`config.mk`:
```
export PLATFORM = sky130hd
export DESIGN_NAME = link_header_size_detector_flat
export DESIGN_NICKNAME = d
export VERILOG_FILES = /design/src/hdl/lhsd_pkg.sv /design/src/hdl/lhsd_in_if.sv /design/src/hdl/lhsd_out_if.sv /design/src/hdl/lhsd_offset_search.sv /design/src/hdl/link_header_size_detector.sv /design/src/flat_wrapper.sv
export SDC_FILE = /design/constraint.sdc
export NUM_CORES = 1
export LEC_CHECK = 0
export BUFFER_PORTS_ARGS = -buffer_cell sky130_fd_sc_hd__buf_2
export CAP_MARGIN = 20
export CORE_ASPECT_RATIO = 0.9
export CORE_MARGIN = 5
export CORE_UTILIZATION = 50
export DETAILED_ROUTE_END_ITERATION = 10
export PLACE_DENSITY = 0.66
export SLEW_MARGIN = 25
export SYNTH_ARGS = -nofsm -noshare
export SYNTH_HDL_FRONTEND = slang
export SYNTH_SLANG_ARGS = --single-unit
export TNS_END_PERCENT = 10
```
`constraint.sdc`:
```
create_clock -name clk -period 5.5 [get_ports clk]
set_clock_uncertainty 0.2 [all_clocks]
set_input_delay 0 -clock clk [delete_from_list [all_inputs] [get_ports clk]]
set_output_delay 0 -clock clk [all_outputs]
set_load 0.01 [all_outputs]
```
`src/hdl/lhsd_pkg.sv`:
```
package lhsd_pkg;

  localparam int COUNT_W = 18;
  localparam int SIZE_W  = 5;
  localparam int BYTE_W  = 8;

  typedef logic [BYTE_W-1:0]  byte_t;
  typedef logic [COUNT_W-1:0] count_t;
  typedef logic [SIZE_W-1:0]  size_t;
  typedef logic [15:0]        len16_t;

  localparam count_t COUNT_MAX  = '1;
  localparam int     MIN_IP_LEN = 20;
  localparam logic [3:0] VER_IPV4   = 4'd4;
  localparam logic [3:0] MIN_IHL    = 4'd5;
  localparam size_t  NO_HEADER  = '0;

endpackage

```
`src/hdl/lhsd_in_if.sv`:
```
interface lhsd_in_if;
  import lhsd_pkg::*;

  logic  valid;
  logic  ready;
  byte_t data_byte;
  logic  last;

  modport source (output valid, output data_byte, output last, input ready);
  modport sink   (input valid, input data_byte, input last, output ready);

endinterface

```
`src/hdl/lhsd_out_if.sv`:
```
interface lhsd_out_if;
  import lhsd_pkg::*;

  logic  valid;
  logic  ready;
  size_t header_size;

  modport source (output valid, output header_size, input ready);
  modport sink   (input valid, input header_size, output ready);

endinterface

```
`src/hdl/lhsd_offset_search.sv`:
```
module lhsd_offset_search #(
  parameter int MIN_OFFSET = 14,
  parameter int MAX_OFFSET = 22,
  parameter int WIN_DEPTH  = MAX_OFFSET - MIN_OFFSET + 4
) (
  input  lhsd_pkg::byte_t  win [WIN_DEPTH],
  input  lhsd_pkg::count_t caplen,
  output lhsd_pkg::size_t  found
);
  import lhsd_pkg::*;

  localparam int NUM_OFF = MAX_OFFSET - MIN_OFFSET + 1;

  logic [NUM_OFF-1:0] pass;

  for (genvar k = 0; k < NUM_OFF; k++) begin : g_off
    localparam int OFF = MIN_OFFSET + k;
    byte_t  vi;
    len16_t total;
    len16_t min_total;
    logic   fits;

    assign vi        = win[k];
    assign total     = {win[k+2], win[k+3]};
    assign min_total = {10'd0, vi[3:0], 2'b00};
    assign fits      = caplen >= COUNT_W'(OFF + MIN_IP_LEN);
    // length bound only means anything once the header fits in the capture
    assign pass[k]   = fits && (vi[7:4] == VER_IPV4) && (vi[3:0] >= MIN_IHL) &&
                       (total >= min_total) &&
                       ({2'b00, total} <= caplen - COUNT_W'(OFF));
  end

  // lowest passing offset wins
  always_comb begin
    found = NO_HEADER;
    for (int k = NUM_OFF - 1; k >= 0; k--) begin
      if (pass[k]) begin
        found = SIZE_W'(MIN_OFFSET + k);
      end
    end
  end

endmodule

```
`src/hdl/link_header_size_detector.sv`:
```
// Link header size detector. Packet bytes arrive one per transfer on in_ch, with
// last set on the final byte; one byte is taken every cycle while in_ch.ready is
// high. The bytes at offsets MIN_OFFSET to MAX_OFFSET+3 are held in a register
// window. The transfer of the final byte latches the captured length (byte count,
// saturating at 262143) and marks a check pending; all offsets from MIN_OFFSET
// to MAX_OFFSET are then checked in parallel for a plausible IPv4 header and the
// first match (or 0 when none passes) is loaded into the output register once
// that register is empty or being accepted; header_size is offered from it.
// Input stalls only while that check waits on a full, unaccepted output register.
module link_header_size_detector #(
  parameter int MIN_OFFSET = 14,
  parameter int MAX_OFFSET = 22
) (
  input  logic       clk,
  input  logic       rst_n,
  lhsd_in_if.sink    in_ch,
  lhsd_out_if.source out_ch
);
  import lhsd_pkg::*;

  localparam int WIN_DEPTH = MAX_OFFSET - MIN_OFFSET + 4;
  localparam int IDX_W     = $clog2(WIN_DEPTH);

  count_t count_r, count_nxt;
  count_t count_inc;
  count_t caplen_r;
  count_t rel_pos;
  logic   win_hit;
  byte_t  win_r [WIN_DEPTH];
  logic   eval_valid_r, eval_valid_nxt;
  logic   out_valid_r, out_valid_nxt;
  size_t  out_size_r;
  size_t  found;
  logic   eval_move;
  logic   in_xfer;

  assign eval_move  = eval_valid_r && (!out_valid_r || out_ch.ready);
  assign in_ch.ready = !eval_valid_r || eval_move;
  assign in_xfer    = in_ch.valid && in_ch.ready;

  assign count_inc = (count_r == COUNT_MAX) ? count_r : count_r + count_t'(1);
  assign rel_pos   = count_r - COUNT_W'(MIN_OFFSET);
  assign win_hit   = (count_r >= COUNT_W'(MIN_OFFSET)) &&
                     (rel_pos < COUNT_W'(WIN_DEPTH));

  always_comb begin
    count_nxt = count_r;
    if (in_xfer) begin
      count_nxt = in_ch.last ? '0 : count_inc;
    end
  end

  always_comb begin
    eval_valid_nxt = eval_valid_r;
    if (in_xfer) begin
      eval_valid_nxt = in_ch.last;
    end else if (eval_move) begin
      eval_valid_nxt = 1'b0;
    end
  end

  always_comb begin
    out_valid_nxt = out_valid_r;
    if (eval_move) begin
      out_valid_nxt = 1'b1;
    end else if (out_ch.ready) begin
      out_valid_nxt = 1'b0;
    end
  end

  always_ff @(posedge clk) begin
    if (!rst_n) begin
      count_r      <= '0;
      eval_valid_r <= 1'b0;
      out_valid_r  <= 1'b0;
    end else begin
      count_r      <= count_nxt;
      eval_valid_r <= eval_valid_nxt;
      out_valid_r  <= out_valid_nxt;
    end
  end

  // payload registers: window, captured length, result
  always_ff @(posedge clk) begin
    if (in_xfer && win_hit) begin
      win_r[rel_pos[IDX_W-1:0]] <= in_ch.data_byte;
    end
    if (in_xfer && in_ch.last) begin
      caplen_r <= count_inc;
    end
    if (eval_move) begin
      out_size_r <= found;
    end
  end

  lhsd_offset_search #(
    .MIN_OFFSET (MIN_OFFSET),
    .MAX_OFFSET (MAX_OFFSET),
    .WIN_DEPTH  (WIN_DEPTH)
  ) u_search (
    .win    (win_r),
    .caplen (caplen_r),
    .found  (found)
  );

  assign out_ch.valid       = out_valid_r;
  assign out_ch.header_size = out_size_r;

endmodule

```
`src/flat_wrapper.sv`:
```
// flat-port wrapper written by rule: the top's interface ports become plain ports
module link_header_size_detector_flat import lhsd_pkg::*;
#(
  parameter int MIN_OFFSET = 14,
  parameter int MAX_OFFSET = 22
)
  (clk, rst_n, in_ch_valid, in_ch_data_byte, in_ch_last, in_ch_ready, out_ch_valid, out_ch_header_size, out_ch_ready);
  lhsd_in_if in_ch_i ();
  lhsd_out_if out_ch_i ();
  input  logic clk;
  input  logic rst_n;
  input wire logic [$bits(in_ch_i.valid)-1:0] in_ch_valid;
  input wire logic [$bits(in_ch_i.data_byte)-1:0] in_ch_data_byte;
  input wire logic [$bits(in_ch_i.last)-1:0] in_ch_last;
  output wire logic [$bits(in_ch_i.ready)-1:0] in_ch_ready;
  output wire logic [$bits(out_ch_i.valid)-1:0] out_ch_valid;
  output wire logic [$bits(out_ch_i.header_size)-1:0] out_ch_header_size;
  input wire logic [$bits(out_ch_i.ready)-1:0] out_ch_ready;
  assign in_ch_i.valid = in_ch_valid;
  assign in_ch_i.data_byte = in_ch_data_byte;
  assign in_ch_i.last = in_ch_last;
  assign in_ch_ready = in_ch_i.ready;
  assign out_ch_valid = out_ch_i.valid;
  assign out_ch_header_size = out_ch_i.header_size;
  assign out_ch_i.ready = out_ch_ready;
  link_header_size_detector #(.MIN_OFFSET(MIN_OFFSET), .MAX_OFFSET(MAX_OFFSET)) u_core (.clk(clk), .rst_n(rst_n), .in_ch(in_ch_i), .out_ch(out_ch_i));
endmodule
```
==> out/qor.csv, run 1 <==
stage,metric,value,unit
power,pwr/cell area,197,nW/µm²
sta,Slew headroom,28.4,%
synthesis,Yosys reg bits,139,
route,ANT nets after route,0,
synthesis,ys async rst share,0,%
clocking,clock transition at the registers of the reported paths,0.08,ns
die,Top Ports,20,
route,first-pass iteration count of the detailed router,5,
grt,first-pass GRT wire length,65.7,mm
synthesis,average size of a mapped cell,9.43,µm²
setup_path,type of origin of the critical path,flip-flop,
die,die area,27700,µm²
sta,Final Worst Setup Slack,0.774,ns
finish,fraction of layout cells with a size suffix above 1,8.49,%
clocking,clk_lat worst skew,0.44,ns
setup_path,Worst Setup SP,u_core.caplen_r[1],
synthesis,synth warn,0,
synthesis,synth unique cells,70,
route,DRC,0,
grt,vias in the first global route,10500,
placed_design,detailed placement HPWL,33.2,mm
sta,setup_tns,0,ns
route,via count,10700,
placed_design,area post-placement,12800,µm²
route,DR iter-0 viols,1105,
sta,Tightest Pin Transition,1.07,ns
route,vias per cell,6.41,
outcome,outcome,finished clean,
grt,largest net degree at the start of global routing,22,
sta,min Tclk post-route,4.73,ns
setup_path,Worst setup EP type,flip-flop,
sta,achievable frequency,212,MHz
finish,Diodes inserted,0,
sta,RSZ-0062 raised after global routing,false,
clocking,CTS tree,built,
synthesis,area fraction of the dominant cell type after synthesis,29.2,%
route,wire length per cell,26.3,µm
hold_path,hold_sp,in_ch_valid,
power,Leakage,5.40,nW
finish,NumNets Final,1558,
route,routed wire length,43.7,mm
setup_path,Setup CP Type,flip-flop to flip-flop,
placed_design,Placement Setup Slack,0.883,ns
synthesis,"Seq/Total Area, Yosys",32.5,%
synthesis,post-synth top area cell,edfxtp_1,
clocking,post-CTS setup buffer count,0,
sta,final setup fails,0,
clocking,clock root buffer,clkbuf_16,
hold_path,Hold WC Path Type,input port to flip-flop,
sta,Slew Limit Fails,0,
sta,final period utilization,85.9,%
sta,Final Hold Viols,0,
die,Starting Density,50.5,%
die,width of the die,175,µm
grt,antenna violations before repair,0,
power,peak supply drop,0.189,mV
synthesis,Syn Nets,1513,
job,max cap viols,0,
finish,Area Growth Syn to Fin,10.8,%
setup_path,CP Max Fanout,8,
clocking,Inserted Clock Buffers,17,
grt,grt total ovfl,0,
synthesis,"top cells by area, synth","edfxtp_1, ha_1, xnor2_1, xor2_1, nand2_1",
clocking,clock sinks,139,
die,Core Footprint,24200,µm²
synthesis,predominant post-synthesis flop cell,edfxtp_1,
die,die height,158,µm
placed_design,routability cong.,1.03,
synthesis,"Cell Area, Synth",12200,µm²
finish,final instance area,13500,µm²
die,num rows,54,
synthesis,Post-synth EDFFs,119,
synthesis,Mapped Cells,1296,
grt,total track usage,32.0,%
setup_path,Arrival @ worst endpoint,4.84,ns
setup_path,Required @ worst endpoint,5.61,ns
clocking,Longest Clk Path Bufs,2,
placed_design,# port buffers,19,
setup_path,reg2reg start,u_core.caplen_r[1],
clocking,H-tree depth,4,
## cell families after synthesis
kind of cell / count (synthesis) / share of synthesized area, %
buf+inv: 117 / 3.69
fa+ha+maj: 204 / 20.9
simple gates: 423 / 17.7
flops: 139 / 32.5
mux: 1 / 0.0819
xor+xnor: 146 / 10.5
compound gates: 266 / 14.7
## report_power, final
part | internal [mW] | switching (mW)
Sequential | 1.15 | 0.0104
Combinational | 0.111 | 0.184
Clock | 0.649 | 0.560
Total | 1.91 | 0.755
## metrics by stage
stage          hold WS [ns]  total power, mW  cells  utilization [%]
5_1_grt              0.0615             2.75   1662             56.0
2_1_floorplan        -0.101             1.36   1296                -
6_report             0.0111             2.66   1662             56.0
3_3_place_gp          0.147             1.46   1617             53.0
4_1_cts             0.00776             2.67   1662             56.0
3_5_place_dp          0.143             1.46   1617             53.0
## flip-flops by register name, summed over array words and instances (netlist names)
register / flops
u_core.win_r: 96
u_core.count_r: 18
u_core.eval_valid_r: 1
u_core.caplen_r: 18
u_core.out_ch.valid: 1
u_core.out_ch.header_size: 5
## cells in the final DEF, fill, tap and decap left out, drive strengths merged, types with 20 or more instances in the layout
cell,n
a21o,40
a21oi,61
buf,57
dfxtp,20
edfxtp,119
ha,204
inv,82
nand2,119
nand3,42
nand4,35
nor2,73
nor2b,24
nor3,30
nor4,36
o21ai,55
xnor2,76
xor2,70
## timing repair
action                                 4_1_cts  5_1_grt
hold buffers                                13        0
gates resized for setup                      0        0
endpoints found under the hold margin      116        0
## worst max-delay path, cell delays in order (launching register included)
cell	delay (ns)
edfxtp_1	0.50
ha_1	0.38
o21ai_0	0.54
nand2_1	0.20
nor3_1	0.27
nand2_1	0.12
xor2_1	0.15
ha_1	0.32
and4_1	0.20
a2111o_1	0.37
a221o_1	0.34
a41oi_1	0.48
nand2b_1	0.15
a221oi_2	0.23
o21ba_1	0.14
## cell usage after synthesis, types with 11 or more instances
cell type and instances:
a21boi_0 13, a21o_1 40, a21oi_1 60, a31oi_1 15, clkbuf_1 30, dfxtp_1 20
edfxtp_1 119, ha_1 204, inv_1 71, nand2_1 119, nand3_1 42, nand4_1 35
nor2_1 73, nor2b_1 24, nor3_1 30, nor4_1 33, o21a_1 11, o21ai_0 54
or3_1 12, xnor2_1 76, xor2_1 70
## area by class of cell
class	count	area, µm²
Clock buffer	17	425
Clock inverter	15	173
Fill cell	2180	10700
Inverter	73	274
Multi-Input combinational cell	1040	7790
Sequential cell	139	3970
Tap cell	308	385
Timing Repair Buffer	70	510
## path summary, 6_finish.rpt
path         cells after the start  slack, ns                           end
min reg2reg                      2       0.34             u_core.count_r[9]
min                              5       0.01             u_core.count_r[0]
max                             14       0.77  u_core.out_ch.header_size[0]
max reg2reg                     14       0.77  u_core.out_ch.header_size[0]
## routing by layer
| layer | GRT usage, % | share of wire [%] | up-vias |
|---|---|---|---|
| li1 | - | - | 4883 |
| met1 | 42.6 | 42 | 5097 |
| met2 | 50.9 | 44 | 553 |
| met3 | 5.94 | 8.3 | 128 |
| met4 | 15.3 | 5.4 | 0 |
| met5 | 0 | 0 | - |
Power figures use the tool's default switching activity.
==> run 2: changes to the inputs <==
--- a/config.mk
+++ b/config.mk
@@ -8,9 +8,10 @@
 export BUFFER_PORTS_ARGS = -buffer_cell sky130_fd_sc_hd__buf_2
 export CAP_MARGIN = 20
 export CORE_ASPECT_RATIO = 0.9
-export CORE_MARGIN = 5
+export CORE_MARGIN = 4
 export CORE_UTILIZATION = 50
 export DETAILED_ROUTE_END_ITERATION = 10
+export GPL_TIMING_DRIVEN = 0
 export PLACE_DENSITY = 0.66
 export SLEW_MARGIN = 25
 export SYNTH_ARGS = -nofsm -noshare
==> run 2 against run 1 <==
Effect of this change: clock power is essentially flat; die area shrank 2.4%; flip-flop and latch count is the same; count of clock-buffer cells in the layout grew 4; critical path type unchanged; largest power group unchanged; worst hold slack gained 0.31 ns; core utilization grew 1.3 points.
==> out/qor.csv, run 2 (same netlist as run 1, synthesis figures left out) <==
stage,metric,value,unit
clocking,clock sinks,139,
finish,fraction of layout cells with a size suffix above 1,6.88,%
route,ANT nets after route,0,
clocking,CTS tree,built,
job,max cap viols,0,
setup_path,Crit Reg-Reg Endpoint,u_core.out_ch.header_size[0],
power,pwr/cell area,199,nW/µm²
placed_design,# port buffers,18,
finish,utilization after layout,57.3,%
setup_path,CP Max Fanout,8,
grt,total track usage,33.2,%
hold_path,Min-Delay Path Depth,3,
setup_path,Required @ worst endpoint,5.61,ns
setup_path,Critical Path Slowest Stage Cell,inv_1,
setup_path,delay of the slowest critical-path stage,0.54,ns
setup_path,reg2reg start,u_core.caplen_r[0],
die,width of the die,173,µm
sta,achievable frequency,185,MHz
die,die area,27000,µm²
outcome,outcome,finished clean,
finish,NumNets Final,1571,
setup_path,Worst setup EP type,flip-flop,
die,num rows,53,
power,total power draw,2.70,mW
power,peak supply drop,0.238,mV
setup_path,Arrival @ worst endpoint,5.52,ns
die,die height,156,µm
clocking,clock transition at the registers of the reported paths,0.06,ns
finish,Diodes inserted,0,
setup_path,reg2reg setup slack,0.1,ns
sta,Slew Limit Fails,0,
sta,final period utilization,98.2,%
sta,min Tclk post-route,5.40,ns
setup_path,Setup CP Type,flip-flop to flip-flop,
setup_path,CP cell instances,"clkbuf_1, inv_1, ha_1, nor2b_1, o21ai_0, nand2_1, nor3_1, xnor2_1, ha_1, nand4_1, a211oi_1, a2111o_1, a221o_1, a41oi_2, nand2b_1, a221oi_2, o21ba_1",
route,via count,10700,
route,wire length per cell,27.2,µm
setup_path,cell mode on critical path,ha_1,
sta,final setup fails,0,
die,Starting Density,51.6,%
clocking,Longest Clk Path Bufs,2,
route,first-pass iteration count of the detailed router,6,
placed_design,area post-placement,12800,µm²
power,Leakage,5.33,nW
clocking,H-tree depth,4,
finish,final instance area,13600,µm²
finish,Area Growth Syn to Fin,11.0,%
sta,Tightest Pin Transition,1.19,ns
clocking,clk_lat worst skew,0.44,ns
sta,Slew headroom,20.8,%
finish,"commonest non-fill, non-tap cells in the layout","ha_1, nand2_1, edfxtp_1, xnor2_1, nor2_1",
sta,setup_tns,0,ns
grt,antenna violations before repair,0,
route,DRC,0,
route,vias per cell,6.42,
placed_design,detailed placement HPWL,34.4,mm
route,routed wire length,45.4,mm
hold_path,Hold EP,u_core.count_r[2],
sta,RSZ-0062 raised after global routing,false,
finish,Layout fillers,2133,
die,Core Footprint,23700,µm²
clocking,clock root buffer,clkbuf_16,
grt,grt total ovfl,0,
grt,first-pass GRT wire length,66.2,mm
hold_path,Hold WC Path Type,input port to flip-flop,
grt,vias in the first global route,10200,
sta,Final Hold Viols,0,
die,Top Ports,20,
sta,Final Worst Setup Slack,0.0969,ns
hold_path,hold_sp,rst_n,
placed_design,routability cong.,1.11,
finish,"non-filler cells, final",1669,
finish,"most common cell after layout, fill and taps aside",ha_1,
clocking,Inserted Clock Buffers,17,
route,DR iter-0 viols,1223,
sta,final hold slack,0.319,ns
setup_path,type of origin of the critical path,flip-flop,
placed_design,Placement Setup Slack,-0.172,ns
setup_path,FF-to-FF path depth,17,
grt,largest net degree at the start of global routing,19,
finish,max reg flops,96,
placed_design,dpl cells,1619,
run 2: how the worst max path moves through the flow:
stage	slack, ns	cells past startpoint	from	endpoint
6_report	0.1	17	u_core.caplen_r[0]	u_core.out_ch.header_size[0]
5_1_grt	0.06	16	u_core.caplen_r[9]	u_core.out_ch.header_size[2]
4_1_cts	0.02	16	u_core.caplen_r[1]	u_core.out_ch.header_size[0]
3_5_place_dp	-0.17	17	u_core.caplen_r[0]	u_core.out_ch.header_size[0]
3_3_place_gp	-0.23	17	u_core.caplen_r[0]	u_core.out_ch.header_size[0]
2_1_floorplan	1.42	15	u_core.caplen_r[1]	u_core.out_ch.header_size[0]
run 2: what timing repair did:
action                                  in CTS  in global routing
endpoints found under the setup margin       3                  4
setup buffers                                1                  3
resized for setup                            2                  2
hold buffers                                14                  0
hold endpoints to repair                   116                  0
gates cloned                                 0                  0
run 2: layout make-up:
type / instances / area, µm² / area share [%]
tap: 302 / 378 / 2.79
multi-input combinational: 1040 / 7850 / 57.9
timing repair buffer: 39 / 280 / 2.07
clock inverter: 11 / 171 / 1.26
sequential: 139 / 3970 / 29.3
clock buffer: 21 / 450 / 3.32
inverter: 73 / 278 / 2.05
buffer: 44 / 179 / 1.32
run 2: critical path: cells and delay by family (launching register included):
| kind | cells | cell delay [ns] |
|---|---|---|
| compound gates | 7 | 2.02 |
| flops | 1 | 0.45 |
| simple gates | 5 | 0.79 |
| fa+ha+maj | 2 | 0.73 |
| xor+xnor | 1 | 0.21 |
| buf+inv | 2 | 0.86 |
run 2: where the power goes:
group	internal (mW)	switching (mW)
Sequential	1.15	0.00780
Clock	0.770	0.465
Combinational	0.108	0.203
run 2: routing by layer:
layer | vias up | GRT usage, % | part of all wire, %
met5 | - | 0 | 0
met4 | 0 | 14.7 | 4.7
met3 | 130 | 7.73 | 8.7
met2 | 522 | 52.2 | 43
met1 | 5144 | 44.3 | 43
li1 | 4911 | - | -
==> run 3: changes to the inputs <==
--- a/config.mk
+++ b/config.mk
@@ -8,7 +8,6 @@
 export BUFFER_PORTS_ARGS = -buffer_cell sky130_fd_sc_hd__buf_2
 export CAP_MARGIN = 20
 export CORE_ASPECT_RATIO = 0.9
-export CORE_MARGIN = 4
 export CORE_UTILIZATION = 50
 export DETAILED_ROUTE_END_ITERATION = 10
 export GPL_TIMING_DRIVEN = 0
==> run 3 against run 2 <==
Effect of this change: via count increased by 1.2%; clock power decreased by 4%; fmax increased by 0.32%.
==> out/qor.csv, run 3 (same netlist as run 1, synthesis figures left out) <==
stage,metric,value,unit
placed_design,area post-placement,12800,µm²
clocking,clock root buffer,clkbuf_16,
power,peak supply drop,0.267,mV
die,Top Ports,20,
sta,Tightest Pin Transition,1.17,ns
outcome,outcome,finished clean,
setup_path,Setup CP Type,flip-flop to flip-flop,
sta,Slew Limit Fails,0,
placed_design,# port buffers,18,
grt,antenna violations before repair,0,
placed_design,detailed placement HPWL,33.8,mm
clocking,Inserted Clock Buffers,17,
placed_design,routability cong.,1.06,
route,first-pass iteration count of the detailed router,5,
route,DR iter-0 viols,1146,
route,ANT nets after route,0,
clocking,H-tree depth,4,
route,vias per cell,6.49,
setup_path,Worst setup EP type,flip-flop,
die,Starting Density,51.6,%
sta,final hold slack,0.345,ns
clocking,clock sinks,139,
grt,vias in the first global route,10600,
die,Core Footprint,23700,µm²
sta,achievable frequency,186,MHz
finish,max reg flops,96,
sta,min Tclk post-route,5.39,ns
job,max cap viols,0,
grt,grt total ovfl,0,
finish,register area,3970,µm²
setup_path,CP Max Fanout,10,
sta,final period utilization,97.9,%
sta,Slew headroom,21.6,%
clocking,CTS tree,built,
finish,"most common cell after layout, fill and taps aside",ha_1,
sta,setup_tns,0,ns
power,Leakage,5.32,nW
die,num rows,53,
hold_path,Hold WC Path Type,flip-flop to flip-flop,
route,wire length per cell,27.0,µm
grt,total track usage,37.1,%
die,width of the die,167,µm
finish,NumNets Final,1573,
clocking,Longest Clk Path Bufs,2,
sta,RSZ-0062 raised after global routing,false,
finish,fraction of layout cells with a size suffix above 1,7.32,%
finish,"commonest non-fill, non-tap cells in the layout","ha_1, nand2_1, edfxtp_1, xnor2_1, nor2_1",
setup_path,type of origin of the critical path,flip-flop,
finish,Multi-input gate area,7860,µm²
setup_path,Arrival @ worst endpoint,5.37,ns
route,routed wire length,45.1,mm
sta,Final Worst Setup Slack,0.114,ns
grt,largest net degree at the start of global routing,19,
finish,final instance area,13500,µm²
route,DRC,0,
die,die area,25100,µm²
finish,Area Growth Syn to Fin,10.8,%
placed_design,Placement Setup Slack,-0.0811,ns
die,die height,150,µm
grt,first-pass GRT wire length,66.8,mm
route,via count,10800,
setup_path,Required @ worst endpoint,5.49,ns
sta,Final Hold Viols,0,
finish,Layout fillers,2115,
sta,final setup fails,0,
power,pwr/cell area,195,nW/µm²
clocking,clock transition at the registers of the reported paths,0.07,ns
clocking,clk_lat worst skew,0.44,ns
## run 3: cell types whose count changed in the layout (fill, tap and decap cells not counted), moves of 2 or more
cell,change
clkinvlp_4,+2
clkinv_4,-3
buf_1,-3
clkbuf_2,+4
clkbuf_1,-2
inv_6,+2
## run 3: metal layers
| metal | global-route usage [%] | up-vias | routed length (µm) |
|---|---|---|---|
| li1 | - | 4907 | - |
| met1 | 48.1 | 5150 | 18800 |
| met2 | 56.2 | 608 | 19000 |
| met3 | 9.10 | 170 | 4590 |
| met4 | 22.7 | 0 | 2780 |
| met5 | 0 | - | 0 |
## run 3: stage by stage
| stage | std cells | power (mW) | util, % |
|---|---|---|---|
| 2_1_floorplan | 1296 | 1.36 | - |
| 3_3_place_gp | 1616 | 1.46 | 53.6 |
| 3_5_place_dp | 1619 | 1.47 | 53.9 |
| 4_1_cts | 1663 | 2.64 | 56.9 |
| 5_1_grt | 1669 | 2.71 | 57.2 |
| 6_report | 1670 | 2.64 | 57.2 |
## run 3: path summary, 6_finish.rpt
check,startpoint,end,slack [ns],depth (start not counted)
max,u_core.caplen_r[14],u_core.out_ch.header_size[4],0.11,16
max reg2reg,u_core.caplen_r[14],u_core.out_ch.header_size[4],0.11,16
min reg2reg,u_core.count_r[14],u_core.count_r[14],0.34,2
min,u_core.count_r[14],u_core.count_r[14],0.34,2
## run 3: critical path, stage by stage, from the launching register on
cell	delay, ns
edfxtp_1	0.48
buf_1	0.54
nor2_1	0.48
nand2_1	0.22
nor3_2	0.73
nand2_1	0.15
xor2_1	0.20
ha_1	0.33
nand4_1	0.10
nor2_1	0.16
nand4_1	0.15
nand2_1	0.10
nor3_1	0.07
a221oi_1	0.90
nor2_1	0.15
inv_1	0.12
a21oi_1	0.05
## run 3: power by group
| group | internal, mW | switching (mW) |
|---|---|---|
| Sequential | 1.15 | 0.00799 |
| Combinational | 0.109 | 0.200 |
| Clock | 0.705 | 0.470 |
| Total | 1.96 | 0.678 |
## run 3: timing repair
action                                 4_1_cts  5_1_grt
setup buffers                                0        6
pin swaps                                    0        0
hold buffers                                14        0
setup endpoints to repair                    3        4
endpoints found under the hold margin      116        0
gates resized for setup                      1        7
## run 3: cell type report
cell class                      count  area share, %
Antenna cell                        1         0.0185
Buffer                             44           1.35
Inverter                           73           2.08
Sequential cell                   139           29.3
Multi-Input combinational cell   1040           58.0
Clock inverter                     12           1.10
Clock buffer                       18           3.17
Tap cell                          302           2.79
Timing Repair Buffer               41           2.16
